==> config.mk <==
export PLATFORM = sky130hd
export DESIGN_NAME = credit_flow_limiter_unit
export DESIGN_NICKNAME = d
export VERILOG_FILES = /design/src/design/cfl_pkg.sv /design/src/design/cfl_wait_ram.sv /design/src/design/cfl_step.sv /design/src/design/credit_flow_limiter_unit.sv
export SDC_FILE = /design/constraint.sdc
export NUM_CORES = 1
export LEC_CHECK = 0
export ABC_AREA = 0
export BUFFER_PORTS_ARGS = -buffer_cell sky130_fd_sc_hd__buf_2
export CAP_MARGIN = 15
export CORE_ASPECT_RATIO = 1.2
export CORE_MARGIN = 10
export CORE_UTILIZATION = 46
export CTS_CLUSTER_SIZE = 25
export DETAILED_ROUTE_END_ITERATION = 7
export GPL_TIMING_DRIVEN = 0
export HOLD_SLACK_MARGIN = 0.08
export PLACE_DENSITY = 0.65
export SLEW_MARGIN = 20
export SYNTH_ARGS = -nofsm -noshare
export SYNTH_HDL_FRONTEND = slang
export SYNTH_SLANG_ARGS = --single-unit
==> constraint.sdc <==
create_clock -name clk -period 4.7 [get_ports clk]
set_input_delay 0.235 -clock clk [delete_from_list [all_inputs] [get_ports clk]]
set_output_delay 0.235 -clock clk [all_outputs]
set_load 0.05 [all_outputs]
==> src/design/cfl_pkg.sv <==
// ----------------------------------------------------------------------------
// cfl_pkg
// Shared sizes, codes and structs for the credit flow limiter.
// ----------------------------------------------------------------------------
package cfl_pkg;

  localparam int QUEUE_DEPTH = 16;
  localparam int DESC_WIDTH  = 32;

  localparam int DESC_FW   = 32;   // descriptor field width on the ports
  localparam int CREDIT_W  = 16;
  localparam int QCOUNT_W  = 5;
  localparam int PTR_W     = (QUEUE_DEPTH > 1) ? $clog2(QUEUE_DEPTH) : 1;
  localparam int CNT_W     = $clog2(QUEUE_DEPTH + 1);
  localparam int CMP_W     = (CNT_W > QCOUNT_W) ? CNT_W : QCOUNT_W;
  localparam int STORE_W   = (DESC_WIDTH < DESC_FW) ? DESC_WIDTH : DESC_FW;

  typedef enum logic [2:0] {
    OUT_CTRL_PASS = 3'd0,
    OUT_ADMITTED  = 3'd1,
    OUT_QUEUED    = 3'd2,
    OUT_DROP_NEW  = 3'd3,
    OUT_DROP_OLD  = 3'd4,
    OUT_FIN_REL   = 3'd5,
    OUT_FIN_ONLY  = 3'd6
  } outcome_t;

  typedef enum logic [1:0] {
    REG_CREDIT_LIMIT = 2'd0,
    REG_QUEUE_CAP    = 2'd1,
    REG_DROP_POLICY  = 2'd2
  } cfg_reg_t;

  localparam logic OP_PACKET = 1'b0;
  localparam logic OP_FINISH = 1'b1;
  localparam logic POLICY_DROP_NEW = 1'b1;

  typedef struct packed {
    logic [CREDIT_W-1:0] credit_limit;
    logic [QCOUNT_W-1:0] wait_cap;
    logic                drop_policy;
  } cfl_cfg_t;

  typedef struct packed {
    logic [CREDIT_W-1:0] in_flight;
    logic [CNT_W-1:0]    fill;
    logic [PTR_W-1:0]    head;
  } cfl_state_t;

  typedef struct packed {
    cfl_state_t          nxt;
    logic                wr_en;
    logic [PTR_W-1:0]    wr_addr;
    logic [STORE_W-1:0]  wr_data;
    logic                emit;
    logic [DESC_FW-1:0]  desc;
    outcome_t            outcome;
  } cfl_step_t;

  // head + n modulo the queue depth; head < depth, n <= depth
  function automatic logic [PTR_W-1:0] ptr_add(input logic [PTR_W-1:0] head,
                                               input logic [CNT_W-1:0] n);
    logic [CNT_W:0] s;
    s = (CNT_W+1)'(head) + (CNT_W+1)'(n);
    if (s >= (CNT_W+1)'(QUEUE_DEPTH)) begin
      s = s - (CNT_W+1)'(QUEUE_DEPTH);
    end
    return s[PTR_W-1:0];
  endfunction

endpackage

==> src/design/cfl_wait_ram.sv <==
// ----------------------------------------------------------------------------
// cfl_wait_ram
// Simple dual-port RAM: one write port, one registered read port.
// ----------------------------------------------------------------------------
module cfl_wait_ram #(
  parameter int DEPTH  = 16,
  parameter int ADDR_W = 4,
  parameter int DATA_W = 32
) (
  input  logic              clk,
  input  logic              wr_en,
  input  logic [ADDR_W-1:0] wr_addr,
  input  logic [DATA_W-1:0] wr_data,
  input  logic [ADDR_W-1:0] rd_addr,
  output logic [DATA_W-1:0] rd_data
);

  logic [DATA_W-1:0] mem [DEPTH];
  logic [DATA_W-1:0] rd_data_r;

  always_ff @(posedge clk) begin
    if (wr_en) begin
      mem[wr_addr] <= wr_data;
    end
  end

  always_ff @(posedge clk) begin
    rd_data_r <= mem[rd_addr];
  end

  assign rd_data = rd_data_r;

endmodule

==> src/design/cfl_step.sv <==
// ----------------------------------------------------------------------------
// cfl_step
// Decision logic for one word: credit check, queue push/pop, drop policy.
// ----------------------------------------------------------------------------
module cfl_step
  import cfl_pkg::*;
(
  input  logic               op,
  input  logic               is_control,
  input  logic [DESC_FW-1:0] descriptor,
  input  cfl_cfg_t           cfg,
  input  cfl_state_t         cur,
  input  logic [STORE_W-1:0] head_data,
  output cfl_step_t          res
);

  logic [CMP_W-1:0]    cap_q;
  logic [CMP_W-1:0]    cap;
  logic [CMP_W-1:0]    fill_c;
  logic [CREDIT_W-1:0] dec;
  logic [STORE_W-1:0]  desc_s;
  logic [PTR_W-1:0]    tail;
  logic [PTR_W-1:0]    head_inc;

  always_comb begin
    cap_q    = CMP_W'(cfg.wait_cap);
    cap      = (cap_q > CMP_W'(QUEUE_DEPTH)) ? CMP_W'(QUEUE_DEPTH) : cap_q;
    fill_c   = CMP_W'(cur.fill);
    dec      = (cur.in_flight == '0) ? '0 : cur.in_flight - CREDIT_W'(1);
    desc_s   = descriptor[STORE_W-1:0];
    tail     = ptr_add(cur.head, cur.fill);
    head_inc = ptr_add(cur.head, CNT_W'(1));

    res         = '0;
    res.nxt     = cur;
    res.wr_addr = tail;
    res.wr_data = desc_s;
    res.outcome = OUT_FIN_ONLY;

    if (op == OP_FINISH) begin
      if ((cur.fill != '0) && (dec < cfg.credit_limit)) begin
        res.nxt.head      = head_inc;
        res.nxt.fill      = cur.fill - CNT_W'(1);
        res.nxt.in_flight = dec + CREDIT_W'(1);
        res.emit          = 1'b1;
        res.desc          = DESC_FW'(head_data);
        res.outcome       = OUT_FIN_REL;
      end else begin
        res.nxt.in_flight = dec;
        res.outcome       = OUT_FIN_ONLY;
      end
    end else if (is_control) begin
      res.emit    = 1'b1;
      res.desc    = DESC_FW'(desc_s);
      res.outcome = OUT_CTRL_PASS;
    end else if (cur.in_flight < cfg.credit_limit) begin
      res.nxt.in_flight = cur.in_flight + CREDIT_W'(1);
      res.emit          = 1'b1;
      res.desc          = DESC_FW'(desc_s);
      res.outcome       = OUT_ADMITTED;
    end else if (cap == '0) begin
      res.outcome = OUT_DROP_NEW;
    end else if (fill_c >= cap) begin
      if (cfg.drop_policy == POLICY_DROP_NEW) begin
        res.outcome = OUT_DROP_NEW;
      end else begin
        // oldest leaves, new word lands in the slot just past the old tail
        res.nxt.head = head_inc;
        res.wr_en    = 1'b1;
        res.outcome  = OUT_DROP_OLD;
      end
    end else begin
      res.nxt.fill = cur.fill + CNT_W'(1);
      res.wr_en    = 1'b1;
      res.outcome  = OUT_QUEUED;
    end
  end

endmodule

==> src/design/credit_flow_limiter_unit.sv <==
// ----------------------------------------------------------------------------
// credit_flow_limiter_unit
// Credit-based admission limiter with a drop queue held in a RAM.
// ----------------------------------------------------------------------------
//
//  port group | dir | payload
//  -----------+-----+----------------------------------------------------------
//  in_*       | in  | tdata: descriptor; tuser: op, is_control
//  out_*      | out | tdata: out_descriptor, in_flight_now, queue_count;
//             |     | tuser: emit_valid, outcome
//  cfg_*      | in  | index 0 credit limit, 1 wait slots, 2 drop policy
//
// Per word: the accept cycle presents the queue head
// address to the RAM, the next cycle uses the registered head entry, updates
// counters, writes the RAM and loads the output register.
// No new word is taken before the last one is done, as the RAM read is registered.
// in_tready drops while a word is in work or the output register is full and
// not being drained this cycle. rst_n is synchronous: counters and config go
// to their reset values, the RAM contents are not cleared (only written
// entries are ever read). cfg_ready is always high.
// ----------------------------------------------------------------------------
module credit_flow_limiter_unit
  import cfl_pkg::*;
(
  input  logic        clk,
  input  logic        rst_n,

  input  logic        in_tvalid,
  output logic        in_tready,
  input  logic [31:0] in_tdata,    // [31:0] descriptor
  input  logic [1:0]  in_tuser,    // [0] op, [1] is_control

  output logic        out_tvalid,
  input  logic        out_tready,
  output logic [55:0] out_tdata,   // [31:0] out_descriptor, [47:32] in_flight_now,
                                   // [52:48] queue_count, [55:53] zero
  output logic [3:0]  out_tuser,   // [0] emit_valid, [3:1] outcome

  input  logic        cfg_valid,
  output logic        cfg_ready,
  input  logic [1:0]  cfg_index,
  input  logic [15:0] cfg_data
);

  typedef enum logic [1:0] {
    ST_IDLE = 2'b01,
    ST_EXEC = 2'b10
  } fsm_t;

  fsm_t       state_r, state_nxt;
  cfl_cfg_t   cfg_r;
  cfl_state_t cur_r;

  // captured input word
  logic               op_r;
  logic               ctl_r;
  logic [DESC_FW-1:0] desc_r;

  // output register
  logic                out_valid_r;
  logic                emit_r;
  logic [DESC_FW-1:0]  odesc_r;
  outcome_t            outcome_r;
  logic [CREDIT_W-1:0] in_flight_o_r;
  logic [QCOUNT_W-1:0] qcount_o_r;

  logic [STORE_W-1:0] head_data;
  cfl_step_t          step;
  logic               in_acc;
  logic               out_acc;

  assign cfg_ready = 1'b1;
  assign out_acc   = out_tvalid & out_tready;
  // accept only when the output slot will be free by the time it is loaded
  assign in_tready = (state_r == ST_IDLE) && (!out_valid_r || out_tready);
  assign in_acc    = in_tvalid & in_tready;

  // queue storage; read port always tracks the head
  cfl_wait_ram #(
    .DEPTH  (QUEUE_DEPTH),
    .ADDR_W (PTR_W),
    .DATA_W (STORE_W)
  ) u_ram (
    .clk     (clk),
    .wr_en   (step.wr_en && (state_r == ST_EXEC)),
    .wr_addr (step.wr_addr),
    .wr_data (step.wr_data),
    .rd_addr (cur_r.head),
    .rd_data (head_data)
  );

  cfl_step u_step (
    .op         (op_r),
    .is_control (ctl_r),
    .descriptor (desc_r),
    .cfg        (cfg_r),
    .cur        (cur_r),
    .head_data  (head_data),
    .res        (step)
  );

  always_comb begin
    state_nxt = state_r;
    case (state_r)
      ST_IDLE: begin
        if (in_acc) begin
          state_nxt = ST_EXEC;
        end
      end
      ST_EXEC: begin
        state_nxt = ST_IDLE;
      end
      default: begin
        state_nxt = ST_IDLE;
      end
    endcase
  end

  always_ff @(posedge clk) begin
    if (!rst_n) begin
      state_r                    <= ST_IDLE;
      cfg_r.credit_limit         <= CREDIT_W'(1);
      cfg_r.wait_cap             <= QCOUNT_W'(1);
      cfg_r.drop_policy          <= 1'b0;
      cur_r                      <= '0;
      out_valid_r                <= 1'b0;
    end else begin
      state_r <= state_nxt;

      if (cfg_valid && cfg_ready) begin
        case (cfg_index)
          REG_CREDIT_LIMIT: cfg_r.credit_limit <= cfg_data;
          REG_QUEUE_CAP:    cfg_r.wait_cap     <= cfg_data[QCOUNT_W-1:0];
          REG_DROP_POLICY:  cfg_r.drop_policy  <= cfg_data[0];
          default: begin
          end
        endcase
      end

      if (state_r == ST_EXEC) begin
        cur_r       <= step.nxt;
        out_valid_r <= 1'b1;
      end else if (out_acc) begin
        out_valid_r <= 1'b0;
      end
    end
  end

  // payload registers, no reset
  always_ff @(posedge clk) begin
    if (in_acc) begin
      op_r   <= in_tuser[0];
      ctl_r  <= in_tuser[1];
      desc_r <= in_tdata;
    end
    if (state_r == ST_EXEC) begin
      emit_r        <= step.emit;
      odesc_r       <= step.desc;
      outcome_r     <= step.outcome;
      in_flight_o_r <= step.nxt.in_flight;
      qcount_o_r    <= QCOUNT_W'(step.nxt.fill);
    end
  end

  assign out_tvalid = out_valid_r;
  assign out_tdata  = {3'b000, qcount_o_r, in_flight_o_r, odesc_r};
  assign out_tuser  = {outcome_r, emit_r};

endmodule
# Yosys cells after proc, flatten, opt, wreduce, memory -nomap -nowiden
# Memory sizes are Yosys's and may differ from the RTL's. A register that Yosys moved wholly into a read port is not among the register bits.
# Cells that the tools add are included.
# op_classes
add_sub_neg	9
order_cmp	6
eq_ne	9
mux	29
n_bitwise	2
reduce_logical	16
# ops
op	count
$mux 36	2
$mux 33	2
$mux 16	3
$add 16x1->16 const B	2
$lt 16x16->1	2
$mux 26	1
$mux 25	1
$mux 10	2
$logic_not 16->1	1
$sub 16x1->16 const B	1
$mux 5	3
$mux 3	4
$mux 4	3
$mux 9	1
$reduce_and 2->1	4
$sub 4x1->4 const B	2
$reduce_and 7->1	1
$add 4x5->6	1
$ge 6x5->1 const B	1
$mux 1	6
$ne 2x2->1 const B	3
$add 4x1->5 const B	1
$add 5x1->5 const B	1
$ge 5x5->1	1
15 further kinds	22
# totals
ff_bits	141
ram_bits	512
in_bits	57
elab_cells	88
n_memories	1
# memory_table
memory	words	width	read_ports	rd_clocked_by_memory_dff	wr	line	source
u_ram.mem	16	32	1	1	1	cfl_wait_ram.sv:18	logic [DATA_W-1:0] mem [DEPTH];

# Longest topological paths before layout
# depth
word_depth	12
mapped_depth	20
ltp_nobuf	17

# Cells and area by module
# From an unflattened synthesis, not the netlist that was laid out.
# hier_totals
hier_cells	1650
hier_area_um2	28001.9
# by_module_without_submodules
mod	instances	cells_per_inst	area_each_um2	seq_area_each_um2
cfl_wait_ram	1	838	19835.3	16015.4
credit_flow_limiter_unit	1	312	4623.2	3733.6
cfl_step	1	500	3543.4	0.0

# Worst setup path before layout
# No wires, ideal clock.
# synth_path
path_type	reg2reg
from	reg cur_r[4] in the netlist's numbering
to	mem u_ram.mem[4][0] (enable)
setup_time_ns	0.421
t_arrival_ns	4.035
slack_ns	0.244
stages_incl_launch_ff	12
path_buffers	0
synth_period_minus_slack_ns	4.456
cell_sequence	dfxtp_1 inv_1 ha_1 nand2b_1 a21o_1 a21o_1 a21o_1 a21oi_1 o21a_1 nor4b_1 or3b_2 nor2_1
# synth_between
elab_chain_cells	9
word_cells_on_any_way	13
classes_between	2 x add/sub; 2 x order compare; 8 x mux; 1 x reduce/logical
# synth_lines
item	line	source
from (decl)	credit_flow_limiter_unit.sv:52	cfl_state_t cur_r;
from (signal assigned)	credit_flow_limiter_unit.sv:141	cur_r <= step.nxt;
$ge 5x5->1	cfl_step.sv:63	end else if (fill_c >= cap) begin
$mux 1	cfl_step.sv:63	
$mux 10	cfl_step.sv:61	end else if (cap == '0) begin
$mux 10	cfl_step.sv:56	end else if (cur.in_flight < cfg.credit_limit) begin
$mux 26	cfl_step.sv:52	end else if (is_control) begin
$mux 1	cfl_step.sv:40	if (op == OP_FINISH) begin
$logic_and 1x1->1	credit_flow_limiter_unit.sv:85	.wr_en (step.wr_en && (state_r == ST_EXEC)),
$mux 1	cfl_wait_ram.sv:22	if (wr_en) begin
$mux 1 (implied by the code)	cfl_wait_ram.sv:23	mem[wr_addr] <= wr_data;
to (decl)	cfl_wait_ram.sv:18	
# Several ways; a longest one is shown, not always the timed one. The select of a mux whose other input is x is not followed.

==> flow_summary.ini <==
[run_status]
outcome = complete, no violations

[global_route]
gr-usage-met2_pct = 34.3
grt_usage_pct = 20.5
grt_max_degree = 37
grt.met1_usage_pct = 25.5
use_met3_pct = 3.50
grt_pass1_wl_mm = 108
overflow = 0
top_usage_layer = met2
antenna_found_initial = 0
grt_pass1_vias = 16500

[floorplan]
core_um2 = 59800
die-area_um2 = 71100
die_w_um = 245
ios = 120
rows = 98
initial_core_util_pct = 46.7
dieHeight_um = 290

[worst_setup_path]
cp.required_ns = 4.99
worst_setup_path_start_kind = register
rr_endpoint = in_flight_o_r[4]$_DFFE_PP_
critPathCaptureType = register
arrival_ns = 4.81
crit_path_max_fanout = 10
critPathMostFrequentCell = nand2_1
slowest_stage = maj3_2
critPathKind = reg -> reg
path_cells = buf_2 > inv_2 > ha_2 > nor3b_2 > nand4_2 > nand2_1 > inv_1 > ha_1 > a211oi_1 > nand2_1 > a21oi_1 > o21ai_1 > maj3_2 > a21oi_4 > buf_6 > buf_4 > nand2_1 > mux2i_1 > a21oi_1
r2r_setup_slack_ns = 0.18
r2r_cells = 19
r2r_start = cur_r[9]$_SDFFE_PN0P_
critPathMaxStageDelay_ns = 0.41

[power]
p_clk_share_pct = 42.3
p_seq_share_pct = 52.8
leakage_nw = 11.2
power.internal_mw = 10.0
p_sw_mw = 2.80
swShare_pct = 21.8
power_density_nw_per_um2 = 383
ir_worst_vdd_mv = 0.354
p_comb_share_pct = 4.9

[yosys]
synth_top_area_cell = edfxtp_1
ys_seq_elements = 685
yosysUniqueCellTypes = 80
synth_warnings = 0
syn_inst = 1576
synth_enable_flop_cells = 603
syn_avg_cell_area_um2 = 17.7
ys_seq_area_share_pct = 70.7
yosysMostFrequentCell = edfxtp_1
synth_top_flop_cell = edfxtp_1
syn_area_um2 = 27900
synth_top_cell_area_share_pct = 64.8
synthTopCellsByCount = 603 x edfxtp_1, 160 x mux4_2, 97 x nand2_1
async_reset_ff_share_pct = 0
synth.area.top_cells = edfxtp_1 65%, mux4_2 13%, dfxtp_1 5.9%

[final_layout]
n_fill_cell = 4646
drive_above_1_share_pct = 26.5
nets = 1958
ff_latch_area_um2 = 19700
final_cells = 2709
area_growth_pct = 19.9
antennaDiodeCount = 0
multiInputGateArea_um2 = 7870

[hold_path]
holdPathStages = 3
hold_path_class = in -> reg
hold_path_end = cur_r[4]$_SDFFE_PN0P_
holdCritStartpoint = rst_n

[cts]
cts.reportedPaths.clkPinSlew_ns = 0.07
cts_tree = yes
clk_path_buf_depth = 3
cts_root_buffer = clkbuf_16
clkLatencyLatePin_ns = 0.62
cts_buffers = 69
clkSinkCount = 685
htree_levels = 3

[timing]
finalClockSkew_ns = 0.0399
period_share_pct = 96.1
period_needed_ns = 4.52
slew-limit-headroom_pct = 27.1
setup_viol = 0
rsz0062_at_grt = true
report.final.slew_viol_count = 0
hold-worst-slack_ns = 0.150
max_freq_mhz = 221
hold_viol_final = 0
tightest_slew_ns = 1.09

[detailed_routing]
vias = 15700
drtAntennaViolNets = 0
routed_wl_mm = 72.5
drc = 0
dr.pass1.iters = 5
wl_per_cell_um = 26.8
routed_via_density = 5.81
drtIter0Drc = 1264

[placed_design]
io_buffers = 114
gp_congestion = 0.899
post-dp-hpwl_mm = 48.7
dp_cells = 2524

[job]
maxCapViolCount = 0
-- per-stage QoR --
stage	power, mW	utilization, %	TNS, ns	worst slack [ns]	cell area, µm²
after global placement	7.46	49.3	-973.72	-2.10	29500
final	12.8	56.0	0	0.182	33500
after detailed placement	7.48	51.0	-39.28	-0.895	30500
after floorplan	7.23	-	0	0.244	28000
after global routing	13.2	56.0	0	0.000433	33500
after CTS	13.0	55.9	0	0.000779	33400
-- logic make-up after synthesis --
family	Yosys count	share of synthesized area, %
other cells	2	0.0269
fa+ha+maj	45	2.04
mux	177	13.5
xor+xnor	34	1.07
compound gates	201	5.11
flops	685	70.7
simple gates	300	5.53
buf+inv	132	2.04
-- flip-flops by register name, summed over array words and instances, names as in the netlist --
name / count
u_ram.rd_data: 32
cur_r: 25
outcome_r: 3
desc_r: 32
op_r: 1
in_flight_o_r: 16
qcount_o_r: 5
odesc_r: 32
ctl_r: 1
cfg_r: 22
out_tvalid: 1
emit_r: 1
u_ram.mem: 512
state_r: 2
-- worst max-delay path: cells and delay by family, from the launching register on --
| family | cells | cell delay, ns |
|---|---|---|
| multiplexers | 1 | 0.23 |
| adder cells (fa/ha/maj) | 3 | 1.00 |
| flip-flops | 1 | 0.32 |
| AND/OR/NAND/NOR | 5 | 0.95 |
| buffers and inverters | 5 | 0.83 |
| AO/OA/AOI/OAI | 5 | 0.86 |
-- routing by layer --
layer	vias up	part of all wire (%)
met5	-	0
met3	163	6.0
met4	0	4.6
met1	8115	39
met2	589	50
li1	6872	-
-- cell usage in the layout, fill, tap and decap left out, types with 13 or more instances in the layout --
master and n:
nor2_4 20, nor3_1 20, clkbuf_16 71, xnor2_1 20, mux2i_1 13, a31oi_1 13, o21ai_0 16, clkbuf_1 69
a21o_1 18, buf_2 123, inv_1 38, nand2_1 97, edfxtp_1 603, dlygate4sd3_1 57, ha_1 41, a21oi_1 53
dfxtp_1 82, a22o_1 32, mux4_2 160, nand3_1 22, nor2_1 49, buf_16 31
-- cell type report --
class	count	share of cell area, %
Buffer	92	1.30
Clock inverter	34	1.03
Inverter	40	0.448
Multi-Input combinational cell	761	23.5
Tap cell	800	2.99
Sequential cell	685	59.0
Timing Repair Buffer	208	6.16
Clock buffer	89	5.63
-- worst max-delay path by stage --
stage | cells after the start | to | start
6_report | 19 | in_flight_o_r[4]$_DFFE_PP_ | cur_r[9]$_SDFFE_PN0P_
5_1_grt | 17 | in_flight_o_r[10]$_DFFE_PP_ | cur_r[13]$_SDFFE_PN0P_
4_1_cts | 19 | in_flight_o_r[8]$_DFFE_PP_ | cur_r[9]$_SDFFE_PN0P_
3_5_place_dp | 18 | odesc_r[27]$_DFFE_PP_ | cur_r[9]$_SDFFE_PN0P_
3_3_place_gp | 11 | u_ram.mem[12][16]$_DFFE_PP_ | cur_r[4]$_SDFFE_PN0P_
2_1_floorplan | 11 | u_ram.mem[4][0]$_DFFE_PP_ | cur_r[4]$_SDFFE_PN0P_
-- power groups by stage --
stage | logic [mW] | registers, mW | clock network (mW)
3_5_place_dp | 0.576 | 6.91 | 0
5_1_grt | 0.671 | 6.78 | 5.79
3_3_place_gp | 0.556 | 6.90 | 0
2_1_floorplan | 0.332 | 6.89 | 0
6_report | 0.627 | 6.77 | 5.44
4_1_cts | 0.625 | 6.78 | 5.55
-- timing repair --
action | 4_1_cts | 5_1_grt
setup buffers | 4 | 1
pin swaps | 2 | 1
hold endpoints to repair | 57 | 0
gates resized for setup | 15 | 10
hold buffers | 57 | 0
endpoints found under the setup margin | 79 | 247
Note: power is estimated with default switching activity, not from simulation.
